`src/rtl/pqe_pkg.sv`:
```
package pqe_pkg;

  // fixed-point layout
  localparam int PRED_FRAC   = 24;
  localparam int COEFF_SHIFT = 8;
  localparam int DW          = 52;   // working width of predictions and offsets
  localparam int TW          = 72;   // width of the saturation thresholds
  localparam int RW          = 48;   // reconstruction / line entry width
  localparam int CW          = 10;   // coefficient width
  localparam int SHW         = 6;    // rounding shift amount, 8 .. 39

  // configuration register widths
  localparam int TPW        = 5;
  localparam int AXW        = 2;
  localparam int LENW       = 11;
  localparam int CFG_IDX_W  = 3;
  localparam int CFG_DATA_W = 11;

  // result queue
  localparam int OQ_DEPTH = 4;
  localparam int OQ_PTR_W = $clog2(OQ_DEPTH);
  localparam int OQ_CNT_W = $clog2(OQ_DEPTH + 1);

  typedef enum logic [CFG_IDX_W-1:0] {
    REG_TICK_POWER   = 3'd0,
    REG_AXIS_COUNT   = 3'd1,
    REG_ROW_LENGTH   = 3'd2,
    REG_COEFF_ALONG  = 3'd3,
    REG_COEFF_ACROSS = 3'd4
  } cfg_reg_t;

  // per-word flags from the sequencer into the datapath
  typedef struct packed {
    logic valid;
    logic use_across;
    logic pw_clear;
  } issue_t;

  typedef struct packed {
    logic [31:0] code;
    logic        sat;
  } result_t;

  typedef struct packed {
    logic full;
    logic empty;
  } oq_stat_t;

endpackage

```
`src/rtl/pqe_ctrl.sv`:
```
module pqe_ctrl #(
  parameter int MAX_ROW = 1024,
  localparam int POS_W = (MAX_ROW > 1) ? $clog2(MAX_ROW) : 1
) (
  input  logic                              clk,
  input  logic                              rst_n,
  input  logic                              in_valid,
  input  logic                              in_start_req,
  output logic                              in_ready,
  input  logic [pqe_pkg::AXW-1:0]           axis_count,
  input  logic [pqe_pkg::LENW-1:0]          row_length,
  input  logic signed [pqe_pkg::CW-1:0]     coeff_across,
  input  logic                              pop,
  output pqe_pkg::issue_t                   issue,
  output logic [POS_W-1:0]                  issue_pos
);
  import pqe_pkg::*;

  localparam int CNT_W = $clog2(MAX_ROW + 1);
  localparam int CMPW  = ((CNT_W > LENW) ? CNT_W : LENW) + 1;

  logic [POS_W-1:0]    col_pos_r, col_pos_nxt, last_pos_r, pos_cur;
  logic                past_first_r, past_first_nxt, pf_cur;
  logic                wrap_clear_r, wrap_clear_nxt;
  logic [4:0]          busy_r;
  logic [OQ_CNT_W-1:0] occ_r, occ_nxt;
  logic [CMPW-1:0]     len_eff, pos_inc;
  logic                two_axes, accept, wrap, same_entry_hold;

  assign two_axes = axis_count[1];

  // effective row length: zero acts as one, clipped to the line buffer
  always_comb begin
    if (row_length == '0) begin
      len_eff = CMPW'(1);
    end else if (CMPW'(row_length) > CMPW'(MAX_ROW)) begin
      len_eff = CMPW'(MAX_ROW);
    end else begin
      len_eff = CMPW'(row_length);
    end
  end

  // position of the incoming word and the row sequence after it
  always_comb begin
    pos_cur        = in_start_req ? '0 : col_pos_r;
    pf_cur         = in_start_req ? 1'b0 : past_first_r;
    pos_inc        = CMPW'(pos_cur) + CMPW'(1);
    wrap           = (pos_inc >= len_eff);
    col_pos_nxt    = wrap ? '0 : pos_inc[POS_W-1:0];
    past_first_nxt = wrap ? 1'b1 : pf_cur;
    wrap_clear_nxt = wrap && two_axes;
  end

  // hold while the feedback loop is busy, while the previous word has not yet
  // written the same line entry, or while no result slot is left
  assign same_entry_hold = (busy_r[3] | busy_r[4]) && (pos_cur == last_pos_r);
  assign in_ready = !(|busy_r[2:0]) && !same_entry_hold &&
                    (occ_r < OQ_CNT_W'(OQ_DEPTH));
  assign accept   = in_valid && in_ready;

  assign issue.valid      = accept;
  assign issue.use_across = two_axes && pf_cur && (coeff_across != '0);
  assign issue.pw_clear   = in_start_req || wrap_clear_r;
  assign issue_pos        = pos_cur;

  // words in flight plus results waiting
  always_comb begin
    case ({accept, pop})
      2'b10:   occ_nxt = occ_r + OQ_CNT_W'(1);
      2'b01:   occ_nxt = occ_r - OQ_CNT_W'(1);
      default: occ_nxt = occ_r;
    endcase
  end

  always_ff @(posedge clk) begin
    if (!rst_n) begin
      col_pos_r    <= '0;
      past_first_r <= 1'b0;
      wrap_clear_r <= 1'b0;
      last_pos_r   <= '0;
      busy_r       <= '0;
      occ_r        <= '0;
    end else begin
      busy_r <= {busy_r[3:0], accept};
      occ_r  <= occ_nxt;
      if (accept) begin
        col_pos_r    <= col_pos_nxt;
        past_first_r <= past_first_nxt;
        wrap_clear_r <= wrap_clear_nxt;
        last_pos_r   <= pos_cur;
      end
    end
  end

endmodule

```
`config.mk`:
```
export PLATFORM = sky130hd
export DESIGN_NAME = pqe_ctrl
export DESIGN_NICKNAME = d
export VERILOG_FILES = /design/src/rtl/pqe_pkg.sv /design/src/rtl/pqe_ctrl.sv
export SDC_FILE = /design/constraint.sdc
export NUM_CORES = 1
export LEC_CHECK = 0
export BUFFER_PORTS_ARGS = -buffer_cell sky130_fd_sc_hd__buf_2
export CAP_MARGIN = 20
export CORE_ASPECT_RATIO = 0.5
export CORE_UTILIZATION = 45
export DETAILED_ROUTE_END_ITERATION = 10
export PLACE_DENSITY = 0.72
export SLEW_MARGIN = 10
export SYNTH_ARGS = -nofsm -noshare
export SYNTH_HDL_FRONTEND = slang
export SYNTH_SLANG_ARGS = --single-unit
```
`constraint.sdc`:
```
create_clock -name clk -period 3.5 [get_ports clk]
set_input_delay 0.35 -clock clk [delete_from_list [all_inputs] [get_ports clk]]
set_output_delay 0.35 -clock clk [all_outputs]
set_load 0.1 [all_outputs]
```
==> metrics <==
number of max-cap violations 0; Final Skew 0.004648 ns; final worst slack 0.4127 ns; power consumption 938.2 uW; CP peak stage delay 0.43 ns; antenna-violating nets left 0; area leader, netlist dfxtp_1; layout cell share with drive strength beyond 1 0.2281; CP Class flop to flop; RR Startpoint col_pos_r[0]$_SDFFE_PN0P_; Critical R2R Capture col_pos_r[4]$_SDFFE_PN0P_; register area 600.6 sq um; first-pass GRT wire length 7803 um; synth top area cells dfxtp_1 30%, mux2i_1 10%, nand2_1 8.8%, ha_1 8.1%, nand3_1 3.5%; Fmax 323.9 MHz; Slew Limit Fails 0; Core Region 4084 sq um; Crit Path Max Fanout 7; Final Hold Fails 0; Core Util, Final 0.5726; CTS buffer count 5; Main synth FF type dfxtp_1; CP required 3.70 ns; Overflow after GRT 0; VDD IR-drop max 442.2 uV; Netlist cell types 49; clock network power share 0.294; Worst-path clk slew 0.06 ns; Total GRT Usage 0.2145; initial drt markers 72; Die W 96.48 um; setup tns final 0 ns; number of cell rows 16; Tmin final 3.087 ns; clk_lat worst skew 0.28 ns; IO Pins 42; starting density of the core 0.4917; Port-buffer cells 40; setup bufs post-CTS 0; Setup Viol. Count Final 0; Resized Gates After CTS 0; nets@finish 328; R2R Setup Slk 0.41 ns; sequential area share after synthesis 0.2991; GP Congestion 0.7641; fin cells 339; slew margin rel. 0.4899; WL/cell 13.40 um; Vias 1809; vias in the first global route 1791; multi-input logic area 1306 sq um; CTS tree built; most frequent CP cell nand3_1; Logic pwr share 0.305; worst-case reg-to-reg path depth 14; Detail Placement HPWL 3533 um; Avg Inst Size Synth 8.130 sq um; Synth Net Count 289; vias per inst 5.336; Worst Max-Slew Pin Slew 0.7652 ns; Async S/R FF share, synth 0; Syn Inst Count 247; mapped cell area 2008 sq um; initial antenna violation count 0; Filler cells 406; net switching power 329.5 uW; worst-case clock buffer depth 2; # H-tree levels 2; P_leak 0.001031 uW; RSZ-0062 raised after global routing false; DRT Wirelength 4544 um; slowest cell on the critical path dfxtp_1; Syn. warnings 0; sequential share of power 0.401; Antenna diodes 0; synthesis-stage register bit count 30; chip height 49.24 um; die area 4750 sq um; startpoint type of the worst setup path flop; largest net degree at the start of global routing 48; DR pass1 iterations 4; Synth top area share 0.2991; Post-CTS Hold Buffers 0; Critical Path End Type flop; crit path from col_pos_r[0]$_SDFFE_PN0P_; Power per Cell Area 401.2 nW/um^2; Post-Place Setup Slack 0.3064 ns; root buf cell clkbuf_8; switching share of total power 0.3512; EDFF count, synth 0; Cell Chain, Critical Path nor2b_4 -> ha_1 -> nand3_1 -> and4bb_2 -> nand3_1 -> xnor2_1 -> ha_1 -> a21o_1 -> a21oi_1 -> o21ai_0 -> a21oi_1 -> buf_4 -> nand3_1 -> mux2i_1; Area Growth Syn to Fin 16.45%; Internal 608.7 uW; Worst Hold Class input port to flop; Clock Sinks 30; DP Cell Count 333; drt drc 0; status finished, final reports clean; CP arrival 3.29 ns; Critical Path Sink col_pos_r[4]$_SDFFE_PN0P_; final cycle utilization of the critical path 0.8821
## cell usage after synthesis (4+ instances only)
cell type  instances
nand2_1           47
dfxtp_1           30
mux2i_1           20
nor2_1            16
nand3_1           14
ha_1              13
nor2b_1           10
inv_1              9
xor2_1             8
nand2b_1           7
a21oi_1            6
clkbuf_1           6
nor4_1             5
and2_1             4
nand4_1            4
o21ai_0            4
xnor2_1            4
## per-layer routing
metal  GRT usage  wire length, um  up-vias
met4     0.05392               43        0
met3     0.05296              224        5
met2      0.3404             1920       40
met5           0                0        -
met1      0.2902             2355      844
li1            -                -      920
## worst max-delay path, delay by kind of cell (launching register included)
| family | cells | cell delay, ns |
|---|---|---|
| AOI/OAI and AO/OA | 4 | 0.67 |
| xor gates and xnor gates | 1 | 0.17 |
| adders and majority gates | 2 | 0.43 |
| buffers and inverters | 1 | 0.22 |
| DFF | 1 | 0.43 |
| muxes | 1 | 0.17 |
| and+or+nand+nor | 5 | 0.92 |
## flip-flops by register name, summed over array words and instances (netlist names)
signal,cells
col_pos_r,10
wrap_clear_r,1
last_pos_r,10
past_first_r,1
busy_r,5
occ_r,3
## metrics by stage
| stage | hold WS, ns | instance area (sq um) |
|---|---|---|
| after detailed placement | 0.4488 | 2256 |
| after global placement | 0.4408 | 2256 |
| after global routing | 0.4844 | 2338 |
| final | 0.4514 | 2338 |
| after CTS | 0.4536 | 2338 |
| after floorplan | 0.4306 | 2033 |
## cell families (layout without fill, tap and decap cells)
kind of cell	count (synthesis)	count (layout)	share of synthesized area
AOI/OAI and AO/OA	23	23	0.08039
xor gates and xnor gates	12	12	0.05234
adders and majority gates	14	14	0.09097
buffers and inverters	24	62	0.06292
DFF	30	30	0.2991
muxes	20	20	0.09969
and+or+nand+nor	124	124	0.3146
## power groups by stage
| stage | clock network (uW) | registers, uW | logic [uW] |
|---|---|---|---|
| 2_1_floorplan | 0 | 378 | 244 |
| 3_3_place_gp | 0 | 382 | 278 |
| 3_5_place_dp | 0 | 383 | 286 |
| 4_1_cts | 282 | 375 | 288 |
| 5_1_grt | 295 | 378 | 314 |
| 6_report | 276 | 376 | 286 |
## placed cells by master, fill, tap and decap left out, types with 4 or more instances in the layout
cell,Yosys,routed
a21oi_1,6,6
and2_1,4,4
buf_2,3,40
buf_4,1,5
clkbuf_8,0,6
dfxtp_1,30,30
ha_1,13,13
inv_1,9,9
mux2i_1,20,20
nand2_1,47,47
nand2b_1,7,7
nand3_1,14,14
nand4_1,4,4
nor2_1,16,16
nor2b_1,10,4
nor2b_2,0,4
nor4_1,5,5
o21ai_0,4,4
xnor2_1,4,4
xor2_1,8,8
## worst min path at each step
stage,startpoint,to,slack [ns],cells after the start
after global routing,busy_r[1]$_SDFF_PN0_,busy_r[2]$_SDFF_PN0_,0.48,1
after floorplan,busy_r[3]$_SDFF_PN0_,busy_r[4]$_SDFF_PN0_,0.43,1
after detailed placement,busy_r[0]$_SDFF_PN0_,busy_r[1]$_SDFF_PN0_,0.45,1
after CTS,in_valid,past_first_r$_SDFFE_PN0P_,0.45,4
final,in_valid,past_first_r$_SDFFE_PN0P_,0.45,4
after global placement,busy_r[0]$_SDFF_PN0_,busy_r[1]$_SDFF_PN0_,0.44,1
## layout make-up
| cell class | instances | share of cell area |
|---|---|---|
| Multi-Input combinational cell | 193 | 0.5586 |
| Sequential cell | 30 | 0.2568 |
| Timing Repair Buffer | 45 | 0.1017 |
| Clock buffer | 6 | 0.03531 |
| Tap cell | 54 | 0.02889 |
| Inverter | 11 | 0.01873 |
No activity file was read; power rests on OpenSTA's default activity.
