## src/rtl/pqe_pkg.sv

```systemverilog
package pqe_pkg;

  // fixed-point layout
  localparam int PRED_FRAC   = 24;
  localparam int COEFF_SHIFT = 8;
  localparam int DW          = 52;   // working width of predictions and offsets
  localparam int TW          = 72;   // width of the saturation thresholds
  localparam int RW          = 48;   // reconstruction / line entry width
  localparam int CW          = 10;   // coefficient width
  localparam int SHW         = 6;    // rounding shift amount, 8 .. 39

  // configuration register widths
  localparam int TPW        = 5;
  localparam int AXW        = 2;
  localparam int LENW       = 11;
  localparam int CFG_IDX_W  = 3;
  localparam int CFG_DATA_W = 11;

  // result queue
  localparam int OQ_DEPTH = 4;
  localparam int OQ_PTR_W = $clog2(OQ_DEPTH);
  localparam int OQ_CNT_W = $clog2(OQ_DEPTH + 1);

  typedef enum logic [CFG_IDX_W-1:0] {
    REG_TICK_POWER   = 3'd0,
    REG_AXIS_COUNT   = 3'd1,
    REG_ROW_LENGTH   = 3'd2,
    REG_COEFF_ALONG  = 3'd3,
    REG_COEFF_ACROSS = 3'd4
  } cfg_reg_t;

  // per-word flags from the sequencer into the datapath
  typedef struct packed {
    logic valid;
    logic use_across;
    logic pw_clear;
  } issue_t;

  typedef struct packed {
    logic [31:0] code;
    logic        sat;
  } result_t;

  typedef struct packed {
    logic full;
    logic empty;
  } oq_stat_t;

endpackage

```

## src/rtl/pqe_outq.sv

```systemverilog
module pqe_outq (
  input  logic              clk,
  input  logic              rst_n,
  input  logic              push,
  input  pqe_pkg::result_t  push_data,
  input  logic              pop,
  output logic              out_valid,
  output pqe_pkg::result_t  out_data,
  output pqe_pkg::oq_stat_t stat
);
  import pqe_pkg::*;

  result_t             slot_r [OQ_DEPTH];
  logic [OQ_PTR_W-1:0] wr_ptr_r, rd_ptr_r;
  logic [OQ_CNT_W-1:0] cnt_r, cnt_nxt;

  always_comb begin
    case ({push, pop})
      2'b10:   cnt_nxt = cnt_r + OQ_CNT_W'(1);
      2'b01:   cnt_nxt = cnt_r - OQ_CNT_W'(1);
      default: cnt_nxt = cnt_r;
    endcase
  end

  // result slots
  always_ff @(posedge clk) begin
    if (push) begin
      slot_r[wr_ptr_r] <= push_data;
    end
  end

  // pointers and fill level
  always_ff @(posedge clk) begin
    if (!rst_n) begin
      wr_ptr_r <= '0;
      rd_ptr_r <= '0;
      cnt_r    <= '0;
    end else begin
      cnt_r <= cnt_nxt;
      if (push) begin
        wr_ptr_r <= wr_ptr_r + OQ_PTR_W'(1);
      end
      if (pop) begin
        rd_ptr_r <= rd_ptr_r + OQ_PTR_W'(1);
      end
    end
  end

  assign out_valid  = (cnt_r != '0);
  assign out_data   = slot_r[rd_ptr_r];
  assign stat.full  = (cnt_r == OQ_CNT_W'(OQ_DEPTH));
  assign stat.empty = (cnt_r == '0);

endmodule

```

## config.mk

```make
export PLATFORM = sky130hd
export DESIGN_NAME = pqe_outq
export DESIGN_NICKNAME = d
export VERILOG_FILES = /design/src/rtl/pqe_pkg.sv /design/src/rtl/pqe_outq.sv
export SDC_FILE = /design/constraint.sdc
export NUM_CORES = 1
export LEC_CHECK = 0
export BUFFER_PORTS_ARGS = -buffer_cell sky130_fd_sc_hd__buf_2
export CAP_MARGIN = 20
export CORE_UTILIZATION = 53
export CTS_BUF_LIST = sky130_fd_sc_hd__clkbuf_4
export CTS_CLUSTER_SIZE = 16
export DETAILED_ROUTE_END_ITERATION = 8
export PLACE_DENSITY = 0.77
export SLEW_MARGIN = 0
export SYNTH_ARGS = -nofsm -noshare
export SYNTH_HDL_FRONTEND = slang
export SYNTH_SLANG_ARGS = --single-unit
```

## constraint.sdc

```tcl
create_clock -name clk -period 1.85 [get_ports clk]
set_input_delay 0.0925 -clock clk [delete_from_list [all_inputs] [get_ports clk]]
set_output_delay 0.0925 -clock clk [all_outputs]
set_load 0.01 [all_outputs]
```

==> results of run 1 <==
[what timing repair did]
item,CTS,global route
gates cloned,2,0
endpoints found under the hold margin,141,0
endpoints found under the setup margin,33,33
buffers inserted,2,0
hold buffers,36,0
gates resized for setup,9,19
[power by group]
part	switching (W)	internal, W
combinational	0.000382	0.000461
sequential	0.0000566	0.00365
clock	0.00107	0.00109
[layout make-up]
class,instances,area [um2],share of cell area (%)
flip-flops and latches,141,4150,62.8
multi-input cells,64,997,15.1
repair buffers,114,937,14.2
clock inverters,14,193,2.92
well taps,133,166,2.52
clock buffers,18,135,2.05
inverters,7,26.3,0.398
[sequential cells by signal, summed over array words and instances (netlist names), named ones only]
signal and count:
rd_ptr_r 2, cnt_r 3, slot_r 132, wr_ptr_r 2
[kinds of logic after synthesis]
group                    after synthesis  synth area share [%]
adder cells (fa/ha/maj)                6                  1.57
AO/OA/AOI/OAI                          3                 0.333
AND/OR/NAND/NOR                       16                  1.81
multiplexers                          34                  14.5
flip-flops                           141                  78.7
XOR/XNOR                               5                 0.832
buffers and inverters                 15                  2.21
[per-stage QoR]
| step | utilization, % | std cells |
|---|---|---|
| after CTS | 67.7 | 493 |
| after global placement | 59.8 | 421 |
| after global routing | 68.2 | 491 |
| after floorplan | - | 220 |
| final | 68.2 | 491 |
| after detailed placement | 59.8 | 421 |
[per-layer routing]
layer | share of wire, % | GRT usage [%]
met1 | 43 | 23.4
met3 | 3.3 | 5.80
met5 | 0 | 0
met4 | 0.69 | 6.58
met2 | 53 | 29.7
[how the worst max path moves through the flow]
stage                                   startpoint                      end  slack [ns]  depth (start not counted)
after global placement    wr_ptr_r[0]$_SDFFE_PN0P_   slot_r[0][4]$_DFFE_PP_        0.14                          3
final                                         flop             out_data[11]        0.01                          3
after CTS                                     flop              out_data[3]       -0.12                          4
after global routing                          flop             out_data[16]       -0.10                          3
after detailed placement  wr_ptr_r[0]$_SDFFE_PN0P_  slot_r[2][19]$_DFFE_PP_        0.12                          3
after floorplan           wr_ptr_r[0]$_SDFFE_PN0P_   slot_r[2][0]$_DFFE_PP_        0.10                          3
[synthesized netlist by cell type, types with 2 or more instances]
| master | number | share of area [%] |
|---|---|---|
| or3_1 | 2 | 0.24 |
| dfxtp_1 | 9 | 3.4 |
| buf_2 | 3 | 0.29 |
| nand2_1 | 2 | 0.14 |
| inv_1 | 7 | 0.50 |
| buf_12 | 3 | 1.1 |
| mux4_1 | 3 | 1.5 |
| xnor2_1 | 2 | 0.33 |
| edfxtp_1 | 132 | 75 |
| and2_1 | 10 | 1.2 |
| o21ai_0 | 2 | 0.19 |
| ha_1 | 5 | 1.2 |
| xor2_1 | 3 | 0.50 |
| mux4_2 | 30 | 13 |
[worst max-delay path, cell delays in order, from the launching register on]
cell and delay, ns:
dfxtp_4 0.42, buf_8 0.17, mux4_2 0.51, buf_2 0.15
==> impl_metrics.yaml, run 1 <==
sta:
  maxSlewHeadroom_pct: 40.5
  maxSlewViolCount: 0
  worst_slew_pin_slew_ns: 0.892
  hold_viol: 0
  rsz0062_at_grt: "yes"
  fin_ws_ns: 0.0131
  skew_ns: 0.0175
  fin_tns_setup_ns: 0
  max_freq_ghz: 0.544
  finalSetupViolCount: 0
  min_period_over_period_pct: 99.3
  hold_ws_ns: 0.326
  min_period_ns: 1.84
placement:
  dp_hpwl_um: 4870
  gp_congestion: 0.631
  io_buffers: 72
  place_area_mm2: 0.00579
  pre_cts_ws_ns: 0.121
die:
  die_w_um: 102
  num_io_pins: 73
  die_area_mm2: 0.0103
  core_mm2: 0.00968
  rows: 36
  die_h_um: 102
  initial_core_util_pct: 54.4
worst_setup_path:
  endpoint_kind: "output port"
  worstSetupPathType: "flop to output port"
  required_ns: 1.76
  r2r_start: "wr_ptr_r[0]$_SDFFE_PN0P_"
  critical_path_arrival_ns: 1.74
  start_kind: "flop"
  critPathMaxFanout: 8
  rrSetupSlack_ns: 0.12
  reg2reg_to: "slot_r[2][0]$_DFFE_PP_"
  reg2regPathDepth: 3
synth:
  synth_nets: 263
  ys_warn_count: 0
  synth_flop_cell: "edfxtp_1"
  syn_inst: 220
  synth-seq-area-share_pct: 78.7
  synth_seq_cells: 141
  async_flop_share_pct: 0
  synth_edf_count: 132
  synth_cell_types: 21
  syn-cell-area_mm2: 0.00526
  syn_avg_cell_area_um2: 23.9
hold_path:
  min_path_cells: 2
  hp-start: "push_data[19]"
  hp-class: "input pin to flop"
  hold-path-endpoint: "slot_r[0][19]$_DFFE_PP_"
final_layout:
  drive_above_1_share_pct: 41.3
  layout_common_cells: "edfxtp_1, buf_2, dlygate4sd3_1"
  syn2layout_area_growth_pct: 25.5
  design_area_mm2: 0.00661
  antenna_cells: 0
  fin_nets: 388
  n_fill_cell: 615
  final_common_cell: "edfxtp_1"
cts:
  clk_pin_slew_ns: 0.13
  cts_buffers: 17
  cts_tree: "built"
  h-tree-depth: 4
  numClockSinks: 141
  clkLatencyLatePin_ns: 0.50
  cts_root_buf: "clkbuf_4"
  clock_path_buffers: 2
route:
  routed_wl_um: 8700
  dr.pass1.iters: 4
  post-route-drc-count: 0
  via_per_inst: 5.10
  drt-initial-drc-count: 132
  via_count: 2503
  routedWlPerCell_um: 17.7
  antenna_left: 0
power:
  power_w: 0.00672
  p_per_area_mw_per_mm2: 1020
  p_leak_nw: 2.30
  vdd_drop_max_v: 0.000631
grt:
  track_usage_pct: 18.3
  grt_start_max_net_pins: 34
  first_global_vias: 2603
  antenna_found_initial: 0
  gr-total-overflow: 0
  grt_pass1_wl_um: 13200
outcome:
  outcome: "finished, final reports clean"
run:
  cap_violations: 0
No activity file was read; power rests on OpenSTA's default activity.
==> inputs of run 2 (changes only) <==
- PLACE_DENSITY: 0.77 -> 0.78
==> impl_metrics.yaml, run 2 (synthesis results as in run 1) <==
sta:
  worst_slew_pin_slew_ns: 0.876
  hold_viol: 0
  max_freq_ghz: 0.532
  fin_ws_ns: -0.0300
  finalSetupViolCount: 21
  skew_ns: 0.0133
  maxSlewViolCount: 0
  maxSlewHeadroom_pct: 41.6
  min_period_over_period_pct: 102
  min_period_ns: 1.88
  rsz0062_at_grt: "yes"
final_layout:
  n_fill_cell: 632
  layout_common_cells: "edfxtp_1, buf_2, dlygate4sd3_1"
  final_util_pct: 68.8
  syn2layout_area_growth_pct: 26.6
  antenna_cells: 0
  largest-register: "slot_r"
  drive_above_1_share_pct: 41.9
  final_common_cell: "edfxtp_1"
  reg.largest.list: "slot_r: 132 flops, cnt_r: 3 flops"
  largest_reg_flops: 132
  fin_nets: 394
route:
  via_count: 2562
  dr.pass1.iters: 4
  post-route-drc-count: 0
  routedWlPerCell_um: 17.2
  drt-initial-drc-count: 106
  routed_wl_um: 8520
  antenna_left: 0
  via_per_inst: 5.17
placement:
  gp_congestion: 0.676
  dp_hpwl_um: 4960
  io_buffers: 72
grt:
  grt_start_max_net_pins: 34
  gr-total-overflow: 0
  first_global_vias: 2677
  antenna_found_initial: 0
  grt_pass1_wl_um: 13100
  track_usage_pct: 18.1
power:
  vdd_drop_max_v: 0.000598
  power_w: 0.00660
  p_leak_nw: 2.33
  p_per_area_mw_per_mm2: 990
outcome:
  violations: "setup timing"
  outcome: "finished with violations"
cts:
  cts_tree: "built"
  cts_buffers: 17
  h-tree-depth: 4
  cts_root_buf: "clkbuf_4"
  clock_path_buffers: 2
  clkLatencyLatePin_ns: 0.50
  numClockSinks: 141
  clk_pin_slew_ns: 0.12
run:
  cap_violations: 0
die:
  core_mm2: 0.00968
  die_w_um: 102
  initial_core_util_pct: 54.4
  die_h_um: 102
  num_io_pins: 73
  rows: 36
  die_area_mm2: 0.0103
worst_setup_path:
  critical_path_arrival_ns: 1.79
  rrSetupSlack_ns: 0.15
  worstSetupPathType: "flop to output port"
  critPathMaxFanout: 11
  required_ns: 1.76
  endpoint_kind: "output port"
  start_kind: "flop"
hold_path:
  hp-class: "input pin to flop"
run 2: area by class of cell:
class	count	area [um2]	area share, %
Tap cell	133	166	2.50
Sequential cell	141	4150	62.3
Multi-Input combinational cell	64	998	15.0
Inverter	7	26.3	0.394
Clock buffer	17	128	1.92
Timing Repair Buffer	120	1020	15.4
Clock inverter	14	170	2.55
run 2: path summary, 6_finish.rpt:
check / from / to / cells after the start
worst min register to register: cnt_r[2]$_SDFFE_PN0P_ / cnt_r[2]$_SDFFE_PN0P_ / 2
worst max-delay path: flop / out_data[23] / 3
worst max register to register: wr_ptr_r[0]$_SDFFE_PN0P_ / slot_r[0][0]$_DFFE_PP_ / 3
worst min-delay path: push_data[23] / slot_r[2][23]$_DFFE_PP_ / 2
run 2: what timing repair did:
item                                    in CTS  in global routing
pin swaps                                    0                  0
hold buffers                                37                  0
buffers inserted                             1                  1
gates resized for setup                     16                 20
hold endpoints to repair                   141                  0
endpoints found under the setup margin      33                 45
run 2: worst max-delay path: stages, from the launching register on:
cell	delay, ns
dfxtp_4	0.44
buf_12	0.17
mux4_2	0.52
buf_6	0.14
run 2: through the flow:
step	hold slack [ns]	worst slack [ns]	setup TNS, ns	cell area (um2)	cells
final	0.330	-0.0300	-0.311	6660	496
after CTS	0.277	-0.110	-2.64	6550	495
after floorplan	0.191	0.104	0	5260	220
after global routing	0.286	-0.160	-4.09	6660	496
after detailed placement	0.308	0.125	0	5800	426
after global placement	0.304	0.158	0	5800	426
run 2: power by group:
group	total, W	internal, W	switching, W
sequential	0.00370	0.00365	0.0000489
combinational	0.000900	0.000506	0.000394
clock	0.00200	0.000934	0.00106
run 2: per-layer routing:
metal  up-vias  wire length (um)  global-route usage, %
met4         0               126                   8.03
met3        16               456                   5.87
met1      1298              3470                   21.5
met5         -                 0                      0
met2        77              4470                   30.5
li1       1171                 -                      -
